`config.mk`:
```
export PLATFORM = sky130hd
export DESIGN_NAME = rmwf_back
export DESIGN_NICKNAME = d
export VERILOG_FILES = /design/src/hw/rtl/rmwf_pkg.sv /design/src/hw/rtl/rmwf_back.sv
export SDC_FILE = /design/constraint.sdc
export NUM_CORES = 2
export LEC_CHECK = 0
export BUFFER_PORTS_ARGS = -buffer_cell sky130_fd_sc_hd__buf_2
export CORE_MARGIN = 10
export CORE_UTILIZATION = 36
export CTS_BUF_LIST = sky130_fd_sc_hd__clkbuf_4 sky130_fd_sc_hd__clkbuf_8
export CTS_CLUSTER_SIZE = 14
export DETAILED_ROUTE_END_ITERATION = 10
export SYNTH_ARGS = -nofsm -noshare
export SYNTH_HDL_FRONTEND = slang
export SYNTH_SLANG_ARGS = --single-unit
```
`constraint.sdc`:
```
create_clock -name clock -period 28.6 [get_ports clock]
set_clock_uncertainty 0.15 [all_clocks]
set_input_delay 2.86 -clock clock [delete_from_list [all_inputs] [get_ports clock]]
set_output_delay 2.86 -clock clock [all_outputs]
set_load 0.01 [all_outputs]
```
`src/hw/rtl/rmwf_pkg.sv`:
```
`default_nettype none
// ----------------------------------------------------------------------------
// rmwf_pkg
// Shared constants and codes for the RGB median window filter.
// ----------------------------------------------------------------------------
package rmwf_pkg;

   localparam int RADIUS_DEFAULT    = 1;
   localparam int MAX_WIDTH_DEFAULT = 1024;

   localparam int CFG_WIDTH_BITS  = 11;
   localparam int CFG_HEIGHT_BITS = 16;
   localparam int CSR_ADDR_BITS   = 3;
   localparam int CSR_DATA_BITS   = 32;

   localparam logic [CFG_WIDTH_BITS-1:0]  WIDTH_RESET  = 11'd1024;
   localparam logic [CFG_HEIGHT_BITS-1:0] HEIGHT_RESET = 16'd1024;

   localparam int CHAN_BITS   = 8;
   localparam int PIX_BITS    = 3 * CHAN_BITS;
   localparam int QUEUE_DEPTH = 4;

   typedef enum logic {
      OP_PIXEL = 1'b0,
      OP_FLUSH = 1'b1
   } opcode_type;

   typedef enum logic {
      REG_IMAGE_WIDTH  = 1'b0,
      REG_IMAGE_HEIGHT = 1'b1
   } reg_index_type;

endpackage
`default_nettype wire

```
`src/hw/rtl/rmwf_back.sv`:
```
`default_nettype none
// ----------------------------------------------------------------------------
// rmwf_back
// Holds the last window columns, builds each window and finds the
// per-channel median by rank counting over a short pipeline.
// ----------------------------------------------------------------------------
module rmwf_back #(
   parameter int RADIUS = rmwf_pkg::RADIUS_DEFAULT
) (
   input  wire logic                              clock,
   input  wire logic                              reset,
   input  wire logic                              q_valid,
   input  wire logic [(2*RADIUS+1)*(rmwf_pkg::PIX_BITS+$clog2(2*RADIUS+1))+1:0]
                                                  q_data,
   output logic                                   q_pop,
   output logic                                   rsp_valid,
   input  wire logic                              rsp_stall,
   output logic [rmwf_pkg::CHAN_BITS-1:0]         rsp_out_blue,
   output logic [rmwf_pkg::CHAN_BITS-1:0]         rsp_out_green,
   output logic [rmwf_pkg::CHAN_BITS-1:0]         rsp_out_red,
   output logic                                   rsp_frame_last
);
   localparam int DIAM = 2*RADIUS + 1;
   localparam int BW   = $clog2(DIAM);
   localparam int N    = DIAM * DIAM;
   localparam int MID  = N / 2;
   localparam int CNW  = $clog2(N+1);
   localparam int PIX  = rmwf_pkg::PIX_BITS;
   localparam int CH   = rmwf_pkg::CHAN_BITS;

   logic advance;

   logic [PIX-1:0] span_ff [DIAM][DIAM];   // [column][row], highest column newest

   logic          b0_valid_ff, b0_last_ff;
   logic [BW-1:0] b0_sel_ff [DIAM];

   logic          b1_valid_ff, b1_last_ff;
   logic [CH-1:0] b1_val_ff [3][N];
   logic [N-1:0]  b1_lt_ff  [3][N];

   logic          b2_valid_ff, b2_last_ff;
   logic [CH-1:0] b2_val_ff [3][N];
   logic [N-1:0]  b2_hit_ff [3];

   logic          rsp_valid_ff, rsp_last_ff;
   logic [CH-1:0] rsp_chan_ff [3];

   logic [CH-1:0] win_val [3][N];
   logic [N-1:0]  lt_mat  [3][N];
   logic [N-1:0]  hit     [3];
   logic [CH-1:0] median  [3];

   assign advance = !rsp_valid_ff || !rsp_stall;
   assign q_pop   = q_valid && advance;

   always_ff @(posedge clock) begin
      if (q_pop) begin
         for (int j = 0; j < DIAM-1; j++) begin
            for (int i = 0; i < DIAM; i++) begin
               span_ff[j][i] <= span_ff[j+1][i];
            end
         end
         for (int i = 0; i < DIAM; i++) begin
            span_ff[DIAM-1][i] <= q_data[i*PIX +: PIX];
         end
      end
   end

   always_ff @(posedge clock) begin
      if (reset) begin
         b0_valid_ff  <= 1'b0;
         b1_valid_ff  <= 1'b0;
         b2_valid_ff  <= 1'b0;
         rsp_valid_ff <= 1'b0;
      end else if (advance) begin
         b0_valid_ff  <= q_pop && q_data[DIAM*(PIX+BW)];
         b1_valid_ff  <= b0_valid_ff;
         b2_valid_ff  <= b1_valid_ff;
         rsp_valid_ff <= b2_valid_ff;
      end
   end

   // window gather and pairwise compares
   always_comb begin
      for (int c = 0; c < 3; c++) begin
         for (int i = 0; i < DIAM; i++) begin
            for (int k = 0; k < DIAM; k++) begin
               win_val[c][i*DIAM+k] = span_ff[b0_sel_ff[k]][i][c*CH +: CH];
            end
         end
         for (int a = 0; a < N; a++) begin
            for (int b = 0; b < N; b++) begin
               lt_mat[c][a][b] = win_val[c][b] < win_val[c][a];
            end
         end
      end
   end

   // element a is the median when its rank range covers the middle index
   always_comb begin
      logic [CNW-1:0] less;
      logic [CNW-1:0] greater;
      for (int c = 0; c < 3; c++) begin
         for (int a = 0; a < N; a++) begin
            less    = '0;
            greater = '0;
            for (int b = 0; b < N; b++) begin
               less    = less + CNW'(b1_lt_ff[c][a][b]);
               greater = greater + CNW'(b1_lt_ff[c][b][a]);
            end
            hit[c][a] = (less <= CNW'(MID)) && (greater < CNW'(N - MID));
         end
      end
   end

   always_comb begin
      for (int c = 0; c < 3; c++) begin
         median[c] = '0;
         for (int a = 0; a < N; a++) begin
            median[c] = median[c] | (b2_val_ff[c][a] & {CH{b2_hit_ff[c][a]}});
         end
      end
   end

   always_ff @(posedge clock) begin
      if (advance) begin
         for (int k = 0; k < DIAM; k++) begin
            b0_sel_ff[k] <= q_data[DIAM*PIX + k*BW +: BW];
         end
         b0_last_ff  <= q_data[DIAM*(PIX+BW) + 1];
         b1_last_ff  <= b0_last_ff;
         b2_last_ff  <= b1_last_ff;
         rsp_last_ff <= b2_last_ff;
         for (int c = 0; c < 3; c++) begin
            b1_val_ff[c]   <= win_val[c];
            b1_lt_ff[c]    <= lt_mat[c];
            b2_val_ff[c]   <= b1_val_ff[c];
            b2_hit_ff[c]   <= hit[c];
            rsp_chan_ff[c] <= median[c];
         end
      end
   end

   assign rsp_valid      = rsp_valid_ff;
   assign rsp_out_blue   = rsp_chan_ff[0];
   assign rsp_out_green  = rsp_chan_ff[1];
   assign rsp_out_red    = rsp_chan_ff[2];
   assign rsp_frame_last = rsp_last_ff;

endmodule
`default_nettype wire

```
Word level (Yosys, flattened, before mapping). Memories as Yosys holds them, arrays and structs flattened. Cells that the tools add are included.

Flip-flop bits (word level): 8. Latch bits: 0. RAM bits: 948. Memory bits (read-only): 0. Input port bits: 84. Output and inout port bits: 27. Word-level logic and storage cells: 831. Memories: 7.

Add/subtract/negate cells: 432. Multiply operators: 0. Divide/modulo/power cells: 0. Magnitude comparators: 297. Eq/ne operators: 0. Shift operators: 0. Muxes and demuxes: 4. Bitwise gates (word level): 51. Reductions and logical operators: 32.

Memories: b1_lt_ff (depth 3, width 81, rd ports 3, clocked after memory_dff 0, wr ports 3, RTL line rmwf_back.sv:40) `logic [N-1:0] b1_lt_ff [3][N];`; b1_val_ff (depth 3, width 72, rd ports 3, clocked after memory_dff 0, wr ports 3, RTL line rmwf_back.sv:39) `logic [CH-1:0] b1_val_ff [3][N];`; b2_val_ff (depth 3, width 72, rd ports 3, clocked after memory_dff 0, wr ports 3, RTL line rmwf_back.sv:43) `logic [CH-1:0] b2_val_ff [3][N];`; span_ff (depth 3, width 72, rd ports 5, clocked after memory_dff 0, wr ports 3, RTL line rmwf_back.sv:33) `logic [PIX-1:0] span_ff [DIAM][DIAM];`; b2_hit_ff (depth 3, width 9, rd ports 3, clocked after memory_dff 0, wr ports 3, RTL line rmwf_back.sv:44) `logic [N-1:0] b2_hit_ff [3];`; rsp_chan_ff (depth 3, width 8, rd ports 3, clocked after memory_dff 0, wr ports 3, RTL line rmwf_back.sv:47) `logic [CH-1:0] rsp_chan_ff [3];`; +1 memories.

Operators with widths (number): $lt A8 B8 Y1 (243); $add A4 B1 Y4 (270); $add A3 B1 Y4 (54); $and A8 B8 Y8 (27); $or A8 B8 Y8 (24); $add A2 B1 Y3 (54); $add A1 B1 Y2 (54); $le A4 B3 Y1 const B (27); $lt A4 B3 Y1 const B (27); $logic_and A1 B1 Y1 (29); $mux W1 (4); $logic_not A1 Y1 (2); $logic_or A1 B1 Y1 (1).

Logic depth before layout (Yosys ltp). An unclocked memory read counts as a cell.

Word-level depth: 11. Gate-level depth with buffers: 13. Mapped depth without buffers: 13.

Least setup slack after synthesis. No wires, ideal clock.

Path type: input port to output port. From: in rsp_stall. To: out q_pop. Arrival: 23.851 ns. Required time: 25.590 ns. Setup slack: 1.739 ns. Cell stages on the path: 2. Buffers on the path: 0. Path through: nand2_1 and2_1.

Longest elaborated chain between the ends: 3.

RTL lines: start: declaration (RTL line rmwf_back.sv:17) `input wire logic rsp_stall,`; $logic_not A1 Y1 (RTL line rmwf_back.sv:54) `assign advance = !rsp_valid_ff || !rsp_stall;`; $logic_or A1 B1 Y1 (RTL line rmwf_back.sv:54); $logic_and A1 B1 Y1 (RTL line rmwf_back.sv:55) `assign q_pop = q_valid && advance;`; end: declaration (RTL line rmwf_back.sv:15) `output logic q_pop,`.

Every way passes these cells.

Worst setup path in the final report. Ends and elaborated chain as after synthesis.

==> results.yml <==
grt:
  grt_overflow_total: 0
  grt_usage_pct: 19.2
  antenna_found_initial: 14
  first_global_vias: 43900
  grt_max_degree: 145
  grt_pass1_wl_mm: 279
clock_tree:
  cts_tree: "built"
  htree_levels: 4
  clkTransAtPathRegs_ns: 0.06
  cts_buffer_depth: 3
  clock_sinks: 929
  post-cts-setup-buffer-count: 0
  cts_buffers: 168
  hold_buffers: 0
  cts_resized: 0
  clk_latency_ns: 0.98
  cts_root_buffer: "clkbuf_8"
route:
  wire_per_inst_um: 23.6
  vias_per_cell: 5.44
  wl_mm: 190
  ant_nets: 0
  drt_pass1_iterations: 5
  num_vias: 43700
  drt-initial-drc-count: 3391
  drc_errors: 0
sta:
  setup_viol: 0
  slew_violations: 0
  finalSetupTns_ns: 0
  worst_slack_ns: 21.19
  relSlewSlack_pct: 19.3
  finalCritPeriodShare_pct: 25.9
  fmax_ghz: 0.135
  tightest_slew_ns: 1.21
  rsz0062_at_grt: "no"
  finalHoldViolCount: 0
  min_period_ns: 7.41
logic_synthesis:
  syn_inst: 5340
  synth_top_family_by_area: "adder cells"
  synth-compound-area-share_pct: 12.4
  synth_area_per_cell_um2: 11.9
  async_flop_share_pct: 0
  synth_mux_area_share_pct: 3.40
  synth_xor_area_share_pct: 0.345
  synth_nets: 6681
  synthDistinctLibCells: 39
  ys.flop_type: "edfxtp_1"
  synth_simple_gate_area_share_pct: 7.66
  ys_warn_count: 0
  synth_seq_area_share_pct: 43.8
  synth-edff-count: 925
  yosys_register_bits: 929
  synthAdderAreaFrac_pct: 27.3
  synth.cell_area_um2: 63500
finish:
  drive_gt1_share_pct: 9.95
  areaGrowthSynthToFinish_pct: 10.3
  nFillCells: 16500
  nets: 6909
setup_path:
  worstReg2RegEnd: "b2_val_ff[0][38]"
  worst_r2r_path_depth: 5
  cp.required_ns: 25.59
  r2r_setup_slack_ns: 23.60
  worstPathMaxFanout: 52
  end_kind: "primary output"
  timing_worst_setup_path_type: "in2out"
  arrival_ns: 4.40
  r2r-start: "rsp_valid"
  startpoint_type: "input pin"
floorplanning:
  rows: 154
  coreArea_um2: 176000
  ios: 111
  die_w_um: 440
  fp.dieArea_um2: 194000
  start_util_pct: 36.1
  die_h_um: 440
min_path:
  hp-start: "b1_val_ff[0][69]"
  hold_class: "reg2reg"
  whs_path_depth: 0
  worstHoldEndpoint: "b2_val_ff[0][69]"
pwr:
  powerDensity_nw_per_um2: 84.9
  pwr-share-clk_pct: 21.8
  power.leakage_uw: 0.0304
  switchingPower_uw: 2310
  irDropWorstVdd_v: 0.0000530
  switching_share_pct: 38.9
  pwr-share-comb_pct: 45.4
  p_int_uw: 3640
  power_uw: 5950
  power_frac_seq_pct: 32.8
place:
  hpwlAfterDp_mm: 142
  portBuffers: 110
  place.gp.congestion: 0.904
  place_ws_ns: 21.02
run:
  drv_cap: 0
outcome:
  outcome: "complete, no violations"
==> per-layer routing <==
metal | track usage [%] | part of all wire, % | vias up | wire (um)
met5 | 0 | 0.042 | - | 79
met4 | 9.48 | 5.3 | 12 | 9980
met3 | 3.13 | 5.8 | 422 | 11000
met2 | 31.3 | 47 | 1417 | 88300
met1 | 24.8 | 42 | 21700 | 80100
li1 | - | - | 20200 | -
==> cells by family (layout without fill, tap and decap cells) <==
family,after synthesis,in the layout
xor gates and xnor gates,25,25
buffers and inverters,754,1113
adders and majority gates,1257,1257
muxes,216,216
other,0,6
AOI/OAI and AO/OA,1170,1170
and+or+nand+nor,989,989
DFF,929,929
==> power groups by stage <==
stage	clock [uW]	combinational, uW	sequential [uW]
floorplan	0	2010	1870
global placement	0	2560	1980
detailed placement	0	2690	1980
CTS	1340	2710	1960
global route	1400	3070	1970
finish	1300	2700	1950
==> cell type report <==
class,count,area [um^2],area share [%]
repair buffers,157,941,1.34
clock buffers,201,2570,3.66
flip-flops and latches,929,27900,39.8
multi-input cells,3657,32500,46.3
inverters,655,2460,3.51
diodes,6,15.0,0.0214
well taps,2340,2930,4.18
clock inverters,100,826,1.18
==> worst max path at each step <==
stage | end | start | depth (start not counted)
after floorplan | q_pop | rsp_stall | 2
after global placement | q_pop | rsp_stall | 4
after detailed placement | b2_val_ff[0][38] | rsp_stall | 6
after CTS | q_pop | rsp_stall | 4
after global routing | q_pop | rsp_stall | 4
final | q_pop | rsp_stall | 4
==> registers in the layout, indices dropped and copies added, names as in the netlist <==
signal and cells:
b1_valid_ff 1, rsp_frame_last 1, b2_valid_ff 1, b2_hit_ff 27
b1_lt_ff 216, b0_last_ff 1, rsp_chan_ff 24, b2_last_ff 1
rsp_valid 1, b1_last_ff 1, span_ff 216, b0_valid_ff 1
b2_val_ff 216, b0_sel_ff 6, b1_val_ff 216
==> per-stage QoR <==
step                std cells  cell area [um^2]  util (%)  hold WS, ns
detailed placement       7738             66700      37.9        0.255
CTS                      8039             70000      39.8        0.247
finish                   8045             70100      39.8        0.254
global placement         7738             66700      37.9        0.250
global route             8043             70100      39.8        0.256
floorplan                5340             63500         -        0.250
==> placed cells by master, fill, tap and decap left out, types with 21 or more instances in the layout <==
cell type  count
ha_1        1041
edfxtp_1     925
inv_1        622
a21oi_1      408
nand2_1      360
nor2_1       225
mux2i_1      216
nand4_1      216
fa_1         216
o21a_1       193
clkbuf_8     169
o21ai_0      154
nor2b_1      132
buf_2        110
o211ai_1     108
o21ba_2       88
clkinv_1      45
buf_4         44
a221oi_1      42
inv_2         33
clkbuf_4      32
nand3_1       28
a221o_1       25
a22oi_1       24
a222oi_1      24
a22o_1        24
nand2b_4      24
clkinv_2      24
xnor2_1       21
a211oi_1      21
==> cell usage after synthesis, drive strengths merged (49+ instances only) <==
cell type  instances  area, um^2
a21oi            408        2040
a221oi            49         473
buf               56         596
edfxtp           925       27800
fa               216        4320
ha              1041       13000
inv              655        2460
mux2i            216        2160
nand2            361        1360
nand4            216        1350
nor2             225         845
nor2b            132         826
o211ai           108         811
o21a             193        1450
o21ai            156         781
o21ba             88         881
==> worst max-delay path, cell delays in order <==
cell and delay (ns):
buf_2 0.14, nand2_4 0.50, and2_4 0.64, buf_2 0.24
Note: power is estimated with default switching activity, not from simulation.
