[src/hw/rtl/rmwf_pkg.sv]
`default_nettype none
// ----------------------------------------------------------------------------
// rmwf_pkg
// Shared constants and codes for the RGB median window filter.
// ----------------------------------------------------------------------------
package rmwf_pkg;

   localparam int RADIUS_DEFAULT    = 1;
   localparam int MAX_WIDTH_DEFAULT = 1024;

   localparam int CFG_WIDTH_BITS  = 11;
   localparam int CFG_HEIGHT_BITS = 16;
   localparam int CSR_ADDR_BITS   = 3;
   localparam int CSR_DATA_BITS   = 32;

   localparam logic [CFG_WIDTH_BITS-1:0]  WIDTH_RESET  = 11'd1024;
   localparam logic [CFG_HEIGHT_BITS-1:0] HEIGHT_RESET = 16'd1024;

   localparam int CHAN_BITS   = 8;
   localparam int PIX_BITS    = 3 * CHAN_BITS;
   localparam int QUEUE_DEPTH = 4;

   typedef enum logic {
      OP_PIXEL = 1'b0,
      OP_FLUSH = 1'b1
   } opcode_type;

   typedef enum logic {
      REG_IMAGE_WIDTH  = 1'b0,
      REG_IMAGE_HEIGHT = 1'b1
   } reg_index_type;

endpackage
`default_nettype wire

[src/hw/rtl/rmwf_fifo.sv]
`default_nettype none
// ----------------------------------------------------------------------------
// rmwf_fifo
// Short register queue between the front and back ends.
// ----------------------------------------------------------------------------
module rmwf_fifo #(
   parameter int WIDTH = 8,
   parameter int DEPTH = rmwf_pkg::QUEUE_DEPTH
) (
   input  wire logic                         clock,
   input  wire logic                         reset,
   input  wire logic                         push,
   input  wire logic [WIDTH-1:0]             push_data,
   input  wire logic                         pop,
   output logic                              not_empty,
   output logic [WIDTH-1:0]                  head_data,
   output logic [$clog2(DEPTH+1)-1:0]        count
);
   localparam int PW = $clog2(DEPTH);
   localparam int CNT_W = $clog2(DEPTH+1);

   logic [WIDTH-1:0] slot_ff [DEPTH];
   logic [PW-1:0]    wr_ptr_ff, wr_ptr_in;
   logic [PW-1:0]    rd_ptr_ff, rd_ptr_in;
   logic [CNT_W-1:0] count_ff, count_in;

   always_comb begin
      wr_ptr_in = wr_ptr_ff;
      rd_ptr_in = rd_ptr_ff;
      count_in  = count_ff;
      if (push) begin
         wr_ptr_in = (wr_ptr_ff == PW'(DEPTH-1)) ? '0 : wr_ptr_ff + PW'(1);
      end
      if (pop) begin
         rd_ptr_in = (rd_ptr_ff == PW'(DEPTH-1)) ? '0 : rd_ptr_ff + PW'(1);
      end
      if (push && !pop) begin
         count_in = count_ff + CNT_W'(1);
      end else if (pop && !push) begin
         count_in = count_ff - CNT_W'(1);
      end
   end

   always_ff @(posedge clock) begin
      if (reset) begin
         wr_ptr_ff <= '0;
         rd_ptr_ff <= '0;
         count_ff  <= '0;
      end else begin
         wr_ptr_ff <= wr_ptr_in;
         rd_ptr_ff <= rd_ptr_in;
         count_ff  <= count_in;
      end
   end

   always_ff @(posedge clock) begin
      if (push) begin
         slot_ff[wr_ptr_ff] <= push_data;
      end
   end

   assign not_empty = (count_ff != '0);
   assign head_data = slot_ff[rd_ptr_ff];
   assign count     = count_ff;

endmodule
`default_nettype wire

[config.mk]
export PLATFORM = sky130hd
export DESIGN_NAME = rmwf_fifo
export DESIGN_NICKNAME = d
export VERILOG_FILES = /design/src/hw/rtl/rmwf_pkg.sv /design/src/hw/rtl/rmwf_fifo.sv
export SDC_FILE = /design/constraint.sdc
export NUM_CORES = 1
export LEC_CHECK = 0
export BUFFER_PORTS_ARGS = -buffer_cell sky130_fd_sc_hd__buf_2
export CAP_MARGIN = 20
export CELL_PAD_IN_SITES_DETAIL_PLACEMENT = 2
export CELL_PAD_IN_SITES_GLOBAL_PLACEMENT = 2
export CORE_ASPECT_RATIO = 1.25
export CORE_MARGIN = 2
export CORE_UTILIZATION = 40
export CTS_CLUSTER_SIZE = 8
export DETAILED_ROUTE_END_ITERATION = 10
export PLACE_DENSITY_LB_ADDON = 0.15
export SYNTH_ARGS = -nofsm -noshare
export SYNTH_HDL_FRONTEND = slang
export SYNTH_SLANG_ARGS = --single-unit
[constraint.sdc]
create_clock -name clock -period 2.2 [get_ports clock]
set_clock_uncertainty 0.1 [all_clocks]
set_input_delay 0.44 -clock clock [delete_from_list [all_inputs] [get_ports clock]]
set_output_delay 0.44 -clock clock [all_outputs]
set_load 0.1 [all_outputs]
== Yosys cells after proc, flatten, opt, wreduce, memory -nomap -nowiden ==
Memory sizes are Yosys's and may differ from the RTL's. A register that Yosys moved wholly into a read port is not among the register bits.
Cells that the tools add are included.

* Flip-flop bits (word level): 7
* Memory bits (writable): 32
* Input port bits: 12
* Output and inout bits: 12
* Word-level logic and storage cells: 24
* Memories: 1

* $add $sub $neg: 4
* Equal/unequal tests: 2
* Multiplexer cells: 8
* Reductions and logical operators: 6

{| class="wikitable"
|+ Memory list
! name !! depth !! bits a word !! rd ports !! clocked after memory_dff !! wr ports !! line !! text
|-
| slot_ff || 4 || 8 || 1 || 1 || 1 || rmwf_fifo.sv:22 || <nowiki>logic [WIDTH-1:0] slot_ff [DEPTH];</nowiki>
|}

{| class="wikitable"
|+ Operators with widths
! kind !! number
|-
| two-way mux 2 bit || 4
|-
| two-way mux 3 bit || 2
|-
| adder 2 x 1 -> 2 bit, second input constant || 2
|-
| equality test 2 bit, second input constant || 2
|-
| adder 3 x 1 -> 3 bit, second input constant || 1
|-
| nonzero test 3 bit || 1
|-
| subtractor 3 x 1 -> 3 bit, second input constant || 1
|-
| logical AND 1 bit || 2
|-
| zero test 1 bit || 2
|-
| two-way mux 1 bit || 2
|-
| nonzero test 2 bit || 1
|}

== Longest topological paths before layout ==
Gate-level depths: netlist (run 1).

* Word-level depth: 4
* Depth in mapped cells: 7
* Depth with buffers taken out: 7

== Least setup slack after synthesis (run 1) ==
OpenSTA, ideal clock, no wires.

* Kind: flip-flop to output port
* Start point: register count_ff[0] (netlist: count[0])
* End point: output not_empty
* Arrival: 1815 ps
* Required time: 1660 ps
* Path slack: -155 ps
* Stages on the path, launching flop included: 2
* Buffers on the path: 0
* Cells stage by stage: dfxtp_1 or3_1

* Cells in the longest elaborated chain, start to end: 1

{| class="wikitable"
|+ Ends and longest elaborated chain
! item !! line !! text
|-
| from (decl) || rmwf_fifo.sv:25 || <nowiki>logic [CNT_W-1:0] count_ff, count_in;</nowiki>
|-
| from (signal assigned) || rmwf_fifo.sv:52 || <nowiki>count_ff <= count_in;</nowiki>
|-
| nonzero test 3 bit || rmwf_fifo.sv:62 || <nowiki>assign not_empty = (count_ff != '0);</nowiki>
|-
| to (decl) || rmwf_fifo.sv:15 || <nowiki>output logic not_empty,</nowiki>
|}

No other way between the ends.

==> results of run 1 <==
[flip-flops by register name, summed over array words and instances, names as in the netlist, named ones only]
name	count
slot_ff	32
rd_ptr_ff	2
count	3
wr_ptr_ff	2
[through the flow]
stage               setup slack, ns  instance area (um2)  total power, W
floorplan                    0.0740                 1590         0.00129
global placement              0.229                 1770         0.00136
CTS                         0.00331                 1870         0.00187
detailed placement            0.137                 1770         0.00137
finish                        0.103                 1880         0.00184
global route                 0.0369                 1880         0.00192
[per-layer routing]
| metal | global-route usage [%] | share of wire, % |
|---|---|---|
| met4 | 5.80 | 1.6 |
| met5 | 0 | 0 |
| met1 | 15.4 | 38 |
| met3 | 5.04 | 5.1 |
| met2 | 26.3 | 56 |
[worst max-delay path by stage]
stage                               to  slack, ns  cells past startpoint
final                     head_data[5]       0.10                      3
after global routing      head_data[6]       0.04                      3
after CTS                 head_data[4]      0.003                      3
after detailed placement      count[2]       0.14                      8
after global placement        count[2]       0.23                      8
after floorplan              not_empty       0.07                      1
[power groups by stage]
stage	Clock (W)	Combinational (W)	Sequential, W
6_report	0.000485	0.000450	0.000909
5_1_grt	0.000531	0.000476	0.000914
4_1_cts	0.000507	0.000450	0.000910
3_5_place_dp	0	0.000442	0.000927
3_3_place_gp	0	0.000432	0.000924
2_1_floorplan	0	0.000299	0.000987
[cell families after synthesis]
kind of cell    after synthesis
compound gates                3
xor+xnor                      2
fa+ha+maj                     7
buf+inv                       6
flops                        41
mux                          12
simple gates                 14
[timing repair]
| item | CTS | global route |
|---|---|---|
| gates resized for setup | 4 | 9 |
| hold endpoints to repair | 0 | 0 |
| setup endpoints to repair | 4 | 7 |
| pin swaps | 0 | 0 |
[cells in the mapped netlist]
master    instances  share of area, %
clkbuf_2          1              0.31
a21oi_1           2              0.63
edfxtp_1         32                60
and2_1            4               1.6
dfxtp_1           9                11
buf_6             1              0.71
o21ai_0           1              0.31
mux2i_1           4               2.5
or3_1             2              0.79
nor3b_1           1              0.47
fa_1              1               1.3
inv_1             4              0.94
nor2_1            7               1.7
xor2_1            2               1.1
ha_1              6               4.7
mux4_2            8                11
[area by class of cell]
cell class	count	share of cell area (%)
flip-flops and latches	41	60.7
repair buffers	24	7.78
inverters	4	0.798
clock buffers	8	4.79
well taps	54	3.59
multi-input cells	38	22.4
==> key figures, run 1 <==
Outcome
  • Status: complete, no violations

Place
  • Placed cell count: about 160
  • Number of port buffers: 23
  • Hpwl dp: 2050 um
  • Routability cong.: about 0.63

Floorplanning
  • Row Count: 25
  • Die height: approximately 75 um
  • Starting density of the core: 41.7%
  • Die area: around 4500 um2
  • I/O pins: 24
  • Core area: ~3800 um2
  • DIE WIDTH: between 60 and 70 um

Power and ir drop
  • Pwr dens: between 900 and 1000 nW/um2
  • Sw Pwr: 0.000601 W
  • Sw Ratio: approximately 33%
  • VDD IR-drop max: 0.000405 V
  • Leakage power: between 0.7 and 0.8 nW
  • Register share of total power: between 40% and 50%
  • Clock network fraction of total power: roughly a quarter
  • Cell Int Power: roughly 0.0012 W
  • Combinational share of power: between 20% and 30%

Global routing
  • Total track usage: between 10% and 20%
  • Gr ovfl total: 0
  • Global-route wire length before repair: 4510 um
  • Vias in the first global route: between 900 and 1k
  • Largest net degree at the start of global routing: 13
  • Initial antenna violation count: 0

Yosys
  • FF+latch count, synth: between 40 and 50
  • Portion of netlist area occupied by mux cells: 13.8%
  • Seq/Total Area, Yosys: a little under three quarters
  • Synth Area in XOR/XNOR: between 1 and 1.5%
  • Syn Nets: 104
  • Compound-Gate Fraction of Synth Area: 0.943%
  • Adder-Cell Fraction of Synth Area: between 5 and 6%
  • Synthesized instance count: 85
  • Post-synthesis simple-gate area fraction: around 4.5%
  • Synth unique cells: 16
  • Syn Std Cell Area: roughly 1600 um2
  • Syn. warnings: 0
  • Largest family of logic cells by synthesized area: multiplexers
  • Mapped Avg Cell Area: 18.7 um2

Timing
  • Setup_tns: 0 ns
  • Slew HR: 67.6%
  • Pins Over Slew Limit: 0
  • Peak Freq: approximately 480 MHz
  • Hold Vio Cnt, Final: 0
  • Tcrit/Tclk final: between 90% and 100%
  • Setup-failing EPs final: 0
  • Minimum clock period: 2.10 ns
  • Worst-margin pin slew: roughly 0.5 ns
  • Fin Hold WS: between 0.2 and 0.3 ns
  • RSZ-0062 raised after global routing: no

Finish
  • Commonest cells after routing, fill and taps aside: edfxtp_1, buf_2, dfxtp_1
  • FILL cells: around 370
  • Layout area overhead: 18.2%
  • Number of inserted diodes: 0
  • Share of cells above drive strength 1: about a third
  • Final Non-Filler Cells: 169
  • Final core occ: 49.3%
  • Commonest non-fill, non-tap cell in the layout: edfxtp_1
  • Multi-input logic area: ~420 um2
  • Nets: approximately 130
  • Sequential cell area: ~1100 um2

Critical path
  • Worst R2R Start: count[0]
  • Critical path's top delay family: multiplexers
  • R2r endpoint: count[2]
  • R2R setup slack: roughly 0.62 ns
  • CP Class: reg2out
  • Worst Path Buf+Inv: 2
  • Startpoint types: flop
  • Crit-path cells: buf_6, mux4_2, buf_4
  • WP data arrival: 1.56 ns
  • Worst reg2reg path depth: 4
  • Kind of end point of the critical path: output port
  • CP max-delay cell: mux4_2
  • Critical Path RT: about 1.7 ns
  • Critical Path Max Stage Delay: between 0.5 and 0.6 ns
  • Max Fanout on Critical Path: 8

Hold path
  • HP Class: in2reg
  • Hold Startpoint: push_data[1]
  • WHS Path Cells: 1
  • Hold EP: slot_ff[0][1]

Clock tree
  • Clock Latency Late Sink: between 0.2 and 0.3 ns
  • Reg clk slew, reported paths: around 0.070 ns
  • Number of H-tree levels: 2
  • CTS Buf Count: 5
  • Max Buffers Root-to-Sink: 2
  • Postcts setup bufs: 0
  • Root Driver: clkbuf_8
  • Post-CTS Hold Buffers: 0
  • CTS tree: done
  • CTS sink count: 41

Detailed routing
  • Routed length per placed instance: about 16 um
  • TritonRoute pass-1 iters: 2
  • Vias: ~820
  • Post-route ant nets: 0
  • Residual DRC: 0
  • Routed wire length: approximately 2800 um
  • Via-per-instance ratio: 4.83
  • Initial drt markers: 9

Flow run
  • Max cap viols: 0
No activity file was read; power rests on OpenSTA's default activity.
==> inputs of run 2 (changes only) <==
--- a/config.mk
+++ b/config.mk
@@ -15,6 +15,7 @@
 export CTS_CLUSTER_SIZE = 8
 export DETAILED_ROUTE_END_ITERATION = 10
 export PLACE_DENSITY_LB_ADDON = 0.15
+export REMOVE_ABC_BUFFERS = 1
 export SYNTH_ARGS = -nofsm -noshare
 export SYNTH_HDL_FRONTEND = slang
 export SYNTH_SLANG_ARGS = --single-unit
==> run 2 against run 1 <==
Clock power about the same. Die area stayed put. Non-clock buffer count did not move. Via count down 0.86%. Total power about the same. Highest routed layer unchanged.
==> key figures, run 2 (same netlist as run 1, synthesis figures left out) <==
Floorplanning
  • Die height: 74.5 um (unchanged)
  • Row Count: 25 (unchanged)
  • Core area: 3820 um2 (unchanged)
  • Die area: 4500 um2 (unchanged)
  • I/O pins: 24 (unchanged)
  • DIE WIDTH: 60.4 um (unchanged)
  • Starting density of the core: 41.7% (unchanged)

Critical path
  • Kind of end point of the critical path: output port (unchanged)
  • Critical Path Max Stage Delay: 0.53 ns (was 0.52 ns)
  • Max Fanout on Critical Path: 8 (unchanged)
  • CP endpoint: head_data[4] (was head_data[5])
  • Startpoint types: flop (unchanged)
  • WP data arrival: 1.58 ns (was 1.56 ns)
  • Crit-path cells: buf_6, mux4_2, buf_4 (unchanged)
  • Critical Path RT: 1.66 ns (about the same)
  • CP max-delay cell: mux4_2 (unchanged)
  • Worst R2R Start: count[0] (unchanged)
  • R2r endpoint: count[2] (unchanged)
  • R2R setup slack: 0.61 ns (was 0.62 ns)
  • CP Class: reg2out (unchanged)
  • Worst reg2reg path depth: 4 (unchanged)

Timing
  • Final worst slack: 0.0831 ns (was 0.103 ns)
  • RSZ-0062 raised after global routing: no (unchanged)
  • Hold Vio Cnt, Final: 0 (unchanged)
  • Slew HR: 67.5% (was 67.6%)
  • Peak Freq: 472 MHz (was 477 MHz)
  • Worst-margin pin slew: 0.491 ns (was 0.490 ns)
  • Minimum clock period: 2.12 ns (was 2.10 ns)
  • Tcrit/Tclk final: 96.2% (was 95.3%)
  • Pins Over Slew Limit: 0 (unchanged)
  • Setup-failing EPs final: 0 (unchanged)

Finish
  • Commonest non-fill, non-tap cell in the layout: edfxtp_1 (unchanged)
  • Max reg flops: 32 (unchanged)
  • Share of cells above drive strength 1: 33.0% (was 33.9%)
  • Largest reg by FF count: slot_ff (unchanged)
  • Nets: 133 (unchanged)
  • Layout area overhead: 18.1% (was 18.2%)
  • Commonest cells after routing, fill and taps aside: edfxtp_1, buf_2, dfxtp_1 (unchanged)
  • Number of inserted diodes: 0 (unchanged)

Clock tree
  • Post-CTS Hold Buffers: 0 (unchanged)
  • Postcts setup bufs: 0 (unchanged)
  • Number of H-tree levels: 2 (unchanged)
  • CTS sink count: 41 (unchanged)
  • Max Buffers Root-to-Sink: 2 (unchanged)
  • CTS tree: done (unchanged)
  • Clock Latency Late Sink: 0.28 ns (about the same)
  • Root Driver: clkbuf_8 (unchanged)
  • Reg clk slew, reported paths: 0.07 ns (about the same)
  • CTS Buf Count: 5 (unchanged)

Detailed routing
  • Met3 routed WL: 121 um (was 143 um)
  • Vias: 810 (was 817)
  • Via-per-instance ratio: 4.79 (was 4.83)
  • TritonRoute pass-1 iters: 2 (unchanged)
  • Routed length per placed instance: 16.8 um (was 16.5 um)
  • Met2 wire length: 1560 um (was 1550 um)
  • Top sig layer: met4 (unchanged)
  • Routed wire length: 2840 um (was 2790 um)
  • Residual DRC: 0 (unchanged)
  • Wire length on met1: 1140 um (was 1050 um)
  • Initial drt markers: 13 (was 9)
  • Post-route ant nets: 0 (unchanged)

Global routing
  • Largest net degree at the start of global routing: 13 (unchanged)
  • Total track usage: 14.7% (was 14.6%)
  • Initial antenna violation count: 0 (unchanged)
  • Gr ovfl total: 0 (unchanged)
  • Global-route wire length before repair: 4540 um (was 4510 um)
  • Vias in the first global route: 933 (was 926)

Power and ir drop
  • Pwr dens: 981 nW/um2 (was 980 nW/um2)
  • Total Power: 0.00184 W (about the same)
  • VDD IR-drop max: 0.000508 V (was 0.000405 V)
  • Leakage power: 0.702 nW (about the same)

Place
  • Number of port buffers: 23 (unchanged)
  • Routability cong.: 0.701 (was 0.631)
  • Hpwl dp: 2090 um (was 2050 um)
  • Worst slack at placement: 0.119 ns (was 0.137 ns)

Outcome
  • Status: complete, no violations (unchanged)

Hold path
  • HP Class: in2reg (unchanged)

Flow run
  • Max cap viols: 0 (unchanged)
[run 2: cell types whose count changed in the layout (fill, tap and decap cells not counted)]
cell   delta
or3_2     -1
or3_1     +1
[run 2: how the worst min path moves through the flow]
stage                          endpoint         start  depth (start not counted)  slack [ns]
after floorplan                    flop  rd_ptr_ff[1]                          2        0.39
after global placement         count[2]      count[2]                          2        0.38
after detailed placement       count[2]      count[2]                          2        0.42
after CTS                 slot_ff[0][7]  push_data[7]                          1        0.26
after global routing      slot_ff[1][7]  push_data[7]                          1        0.26
final                     slot_ff[1][7]  push_data[7]                          1        0.28
[run 2: critical path, delay by kind of cell (launching register included)]
kind                   cells  cell delay (ns)
muxes                      1             0.53
DFF                        1             0.34
buffers and inverters      2             0.42
[run 2: repair_timing]
item                                   4_1_cts  5_1_grt
setup endpoints to repair                    5        6
endpoints found under the hold margin        0        0
pin swaps                                    0        0
resized for setup                            5        7
gates cloned                                 0        0
[run 2: report_power, final]
part           internal, W  total [W]  switching (W)
Clock             0.000256   0.000485       0.000229
Sequential        0.000881   0.000910      0.0000286
Combinational     0.000105   0.000449       0.000344
Total              0.00124    0.00184       0.000602
[run 2: stage by stage]
| step | hold WS (ns) | std cells | utilization, % | area, um2 | setup TNS (ns) |
|---|---|---|---|---|---|
| after floorplan | 0.392 | 83 | - | 1580 | -0.155 |
| after detailed placement | 0.417 | 161 | 46.3 | 1770 | 0 |
| after CTS | 0.262 | 169 | 49.0 | 1870 | 0 |
| final | 0.279 | 169 | 49.2 | 1880 | 0 |
| after global placement | 0.384 | 161 | 46.3 | 1770 | 0 |
| after global routing | 0.259 | 169 | 49.2 | 1880 | 0 |
[run 2: metal layers]
metal	track usage, %	vias to the layer above
met5	0	-
met2	26.8	20
met3	5.04	2
li1	-	382
met4	4.35	0
met1	15.9	406
[run 2: area by class of cell]
class	instances	area [um2]
clock buffers	8	90.1
inverters	4	15.0
well taps	54	67.6
multi-input cells	38	419
fillers	378	1940
flip-flops and latches	41	1140
repair buffers	24	146
==> inputs of run 3 (changes only) <==
--- a/config.mk
+++ b/config.mk
@@ -14,6 +14,7 @@
 export CORE_UTILIZATION = 40
 export CTS_CLUSTER_SIZE = 8
 export DETAILED_ROUTE_END_ITERATION = 10
+export GPL_TIMING_DRIVEN = 0
 export PLACE_DENSITY_LB_ADDON = 0.15
 export REMOVE_ABC_BUFFERS = 1
 export SYNTH_ARGS = -nofsm -noshare
==> run 3 against run 2 <==
Combinational power shrank 4%. Cell area shrank 0.47%. Highest routed layer unchanged. Register-to-register slack is essentially flat. Total power grew 2.0%. Sequential cell count is the same. Critical path depth shrank 1. Routed wire length grew 3.2%. Count of clock-buffer cells in the layout shrank 1. Clock power grew 10%. Via count grew 0.25%. Core utilization shrank 0.23 points.
==> key figures, run 3 (same netlist as run 1, synthesis figures left out) <==
Critical path
  • CP Class: reg2out (unchanged)
  • Crit-path cells: mux4_2, buf_2 (was buf_6, mux4_2, buf_4)
  • WP data arrival: 1.58 ns (about the same)
  • Startpoint types: flop (unchanged)
  • Critical path's top delay family: flip-flops (was multiplexers)
  • Max Fanout on Critical Path: 8 (unchanged)
  • Worst R2R Start: count[0] (unchanged)
  • Worst Path Buf+Inv: 1 (was 2)
  • R2r endpoint: count[2] (unchanged)
  • Kind of end point of the critical path: output port (unchanged)
  • Critical Path RT: 1.66 ns (about the same)
  • R2R setup slack: 0.61 ns (about the same)
  • Critical Path Max Stage Delay: 0.59 ns (was 0.53 ns)
  • Worst reg2reg path depth: 4 (unchanged)
  • CP max-delay cell: dfxtp_1 (was mux4_2)

Detailed routing
  • Met2 wire length: 1630 um (was 1560 um)
  • Top sig layer: met4 (unchanged)
  • Via-per-instance ratio: 4.83 (was 4.79)
  • TritonRoute pass-1 iters: 3 (was 2)
  • Vias: 812 (was 810)
  • Initial drt markers: 23 (was 13)
  • Residual DRC: 0 (unchanged)
  • Routed wire length: 2930 um (was 2840 um)
  • Routed length per placed instance: 17.4 um (was 16.8 um)
  • Post-route ant nets: 0 (unchanged)
  • Met3 routed WL: 131 um (was 121 um)
  • Wire length on met1: 1120 um (was 1140 um)

Place
  • Number of port buffers: 23 (unchanged)
  • Worst slack at placement: 0.0560 ns (was 0.119 ns)
  • Hpwl dp: 2160 um (was 2090 um)
  • Placed Area: 1760 um2 (was 1770 um2)
  • Routability cong.: 0.679 (was 0.701)

Finish
  • FILL cells: 362 (was 378)
  • Largest reg by FF count: slot_ff (unchanged)
  • Commonest non-fill, non-tap cell in the layout: edfxtp_1 (unchanged)
  • Share of cells above drive strength 1: 35.1% (was 33.0%)
  • Layout area overhead: 17.5% (was 18.1%)
  • Nets: 132 (was 133)
  • Max reg flops: 32 (unchanged)
  • Fin area: 1870 um2 (was 1880 um2)
  • Number of inserted diodes: 0 (unchanged)
  • Commonest cells after routing, fill and taps aside: edfxtp_1, buf_2, mux4_2, dfxtp_1 (was edfxtp_1, buf_2, dfxtp_1)

Floorplanning
  • Die area: 4500 um2 (unchanged)
  • Starting density of the core: 41.7% (unchanged)
  • Die height: 74.5 um (unchanged)
  • DIE WIDTH: 60.4 um (unchanged)
  • Core area: 3820 um2 (unchanged)
  • I/O pins: 24 (unchanged)
  • Row Count: 25 (unchanged)

Timing
  • Peak Freq: 472 MHz (about the same)
  • Tcrit/Tclk final: 96.3% (was 96.2%)
  • Setup_tns: 0 ns (unchanged)
  • Minimum clock period: 2.12 ns (about the same)
  • Slew HR: 67.7% (was 67.5%)
  • Pins Over Slew Limit: 0 (unchanged)
  • Setup-failing EPs final: 0 (unchanged)
  • Final worst slack: 0.0809 ns (was 0.0831 ns)
  • Hold Vio Cnt, Final: 0 (unchanged)
  • Worst-margin pin slew: 0.488 ns (was 0.491 ns)

Hold path
  • WHS Path Cells: 1 (unchanged)
  • Hold Startpoint: push_data[7] (unchanged)
  • Hold EP: slot_ff[2][7] (was slot_ff[1][7])
  • HP Class: in2reg (unchanged)

Power and ir drop
  • VDD IR-drop max: 0.000446 V (was 0.000508 V)
  • Leakage power: 0.701 nW (was 0.702 nW)
  • Total Power: 0.00188 W (was 0.00184 W)
  • Pwr dens: 1000 nW/um2 (was 981 nW/um2)

Clock tree
  • Postcts setup bufs: 0 (unchanged)
  • Number of H-tree levels: 2 (unchanged)
  • CTS sink count: 41 (unchanged)
  • CTS Buf Count: 5 (unchanged)
  • CTS tree: done (unchanged)
  • Reg clk slew, reported paths: 0.08 ns (was 0.07 ns)
  • Root Driver: clkbuf_8 (unchanged)
  • Post-CTS Hold Buffers: 0 (unchanged)
  • Clock Latency Late Sink: 0.29 ns (was 0.28 ns)
  • Max Buffers Root-to-Sink: 2 (unchanged)

Global routing
  • Vias in the first global route: 907 (was 933)
  • Largest net degree at the start of global routing: 13 (unchanged)
  • Gr ovfl total: 0 (unchanged)
  • Initial antenna violation count: 0 (unchanged)
  • Total track usage: 15.6% (was 14.7%)
  • Global-route wire length before repair: 4730 um (was 4540 um)

Outcome
  • Status: complete, no violations (unchanged)

Flow run
  • Max cap viols: 0 (unchanged)
==> run 3: power by group <==
| part | internal [W] | switching, W | total, W |
|---|---|---|---|
| clock network | 0.000283 | 0.000250 | 0.000534 |
| registers | 0.000881 | 0.0000349 | 0.000916 |
| logic | 0.0000937 | 0.000336 | 0.000430 |
| total | 0.00126 | 0.000622 | 0.00188 |
==> run 3: worst max-delay path by stage <==
stage / startpoint / to / slack [ns] / cells past startpoint
2_1_floorplan: count[0] / not_empty / -0.16 / 1
3_3_place_gp: flop / head_data[4] / 0.07 / 2
3_5_place_dp: flop / head_data[4] / 0.06 / 2
4_1_cts: flop / head_data[4] / 0.03 / 2
5_1_grt: flop / head_data[5] / -0.01 / 2
6_report: flop / head_data[5] / 0.08 / 2
==> run 3: what timing repair did <==
action / in CTS / in global routing
gates resized for setup: 2 / 4
pin swaps: 0 / 0
endpoints found under the setup margin: 8 / 3
==> run 3: per-stage QoR <==
stage | std cells | utilization (%) | hold slack [ns]
after floorplan | 83 | - | 0.392
after global placement | 160 | 46.1 | 0.386
after detailed placement | 160 | 46.1 | 0.412
after CTS | 168 | 48.8 | 0.254
after global routing | 168 | 49.0 | 0.254
final | 168 | 49.0 | 0.264
==> run 3: layout make-up <==
| cell class | instances | area [um2] | area share [%] |
|---|---|---|---|
| sequential | 41 | 1140 | 61.2 |
| multi-input combinational | 38 | 419 | 22.4 |
| timing repair buffer | 23 | 123 | 6.56 |
| clock buffer | 7 | 96.3 | 5.15 |
| tap | 54 | 67.6 | 3.61 |
| inverter | 4 | 15.0 | 0.803 |
| clock inverter | 1 | 5.00 | 0.268 |
==> run 3: routing by layer <==
metal / vias to the layer above / GRT usage [%]
met2: 21 / 28.1
li1: 375 / -
met5: - / 0
met3: 6 / 5.57
met1: 410 / 16.6
met4: 0 / 5.80
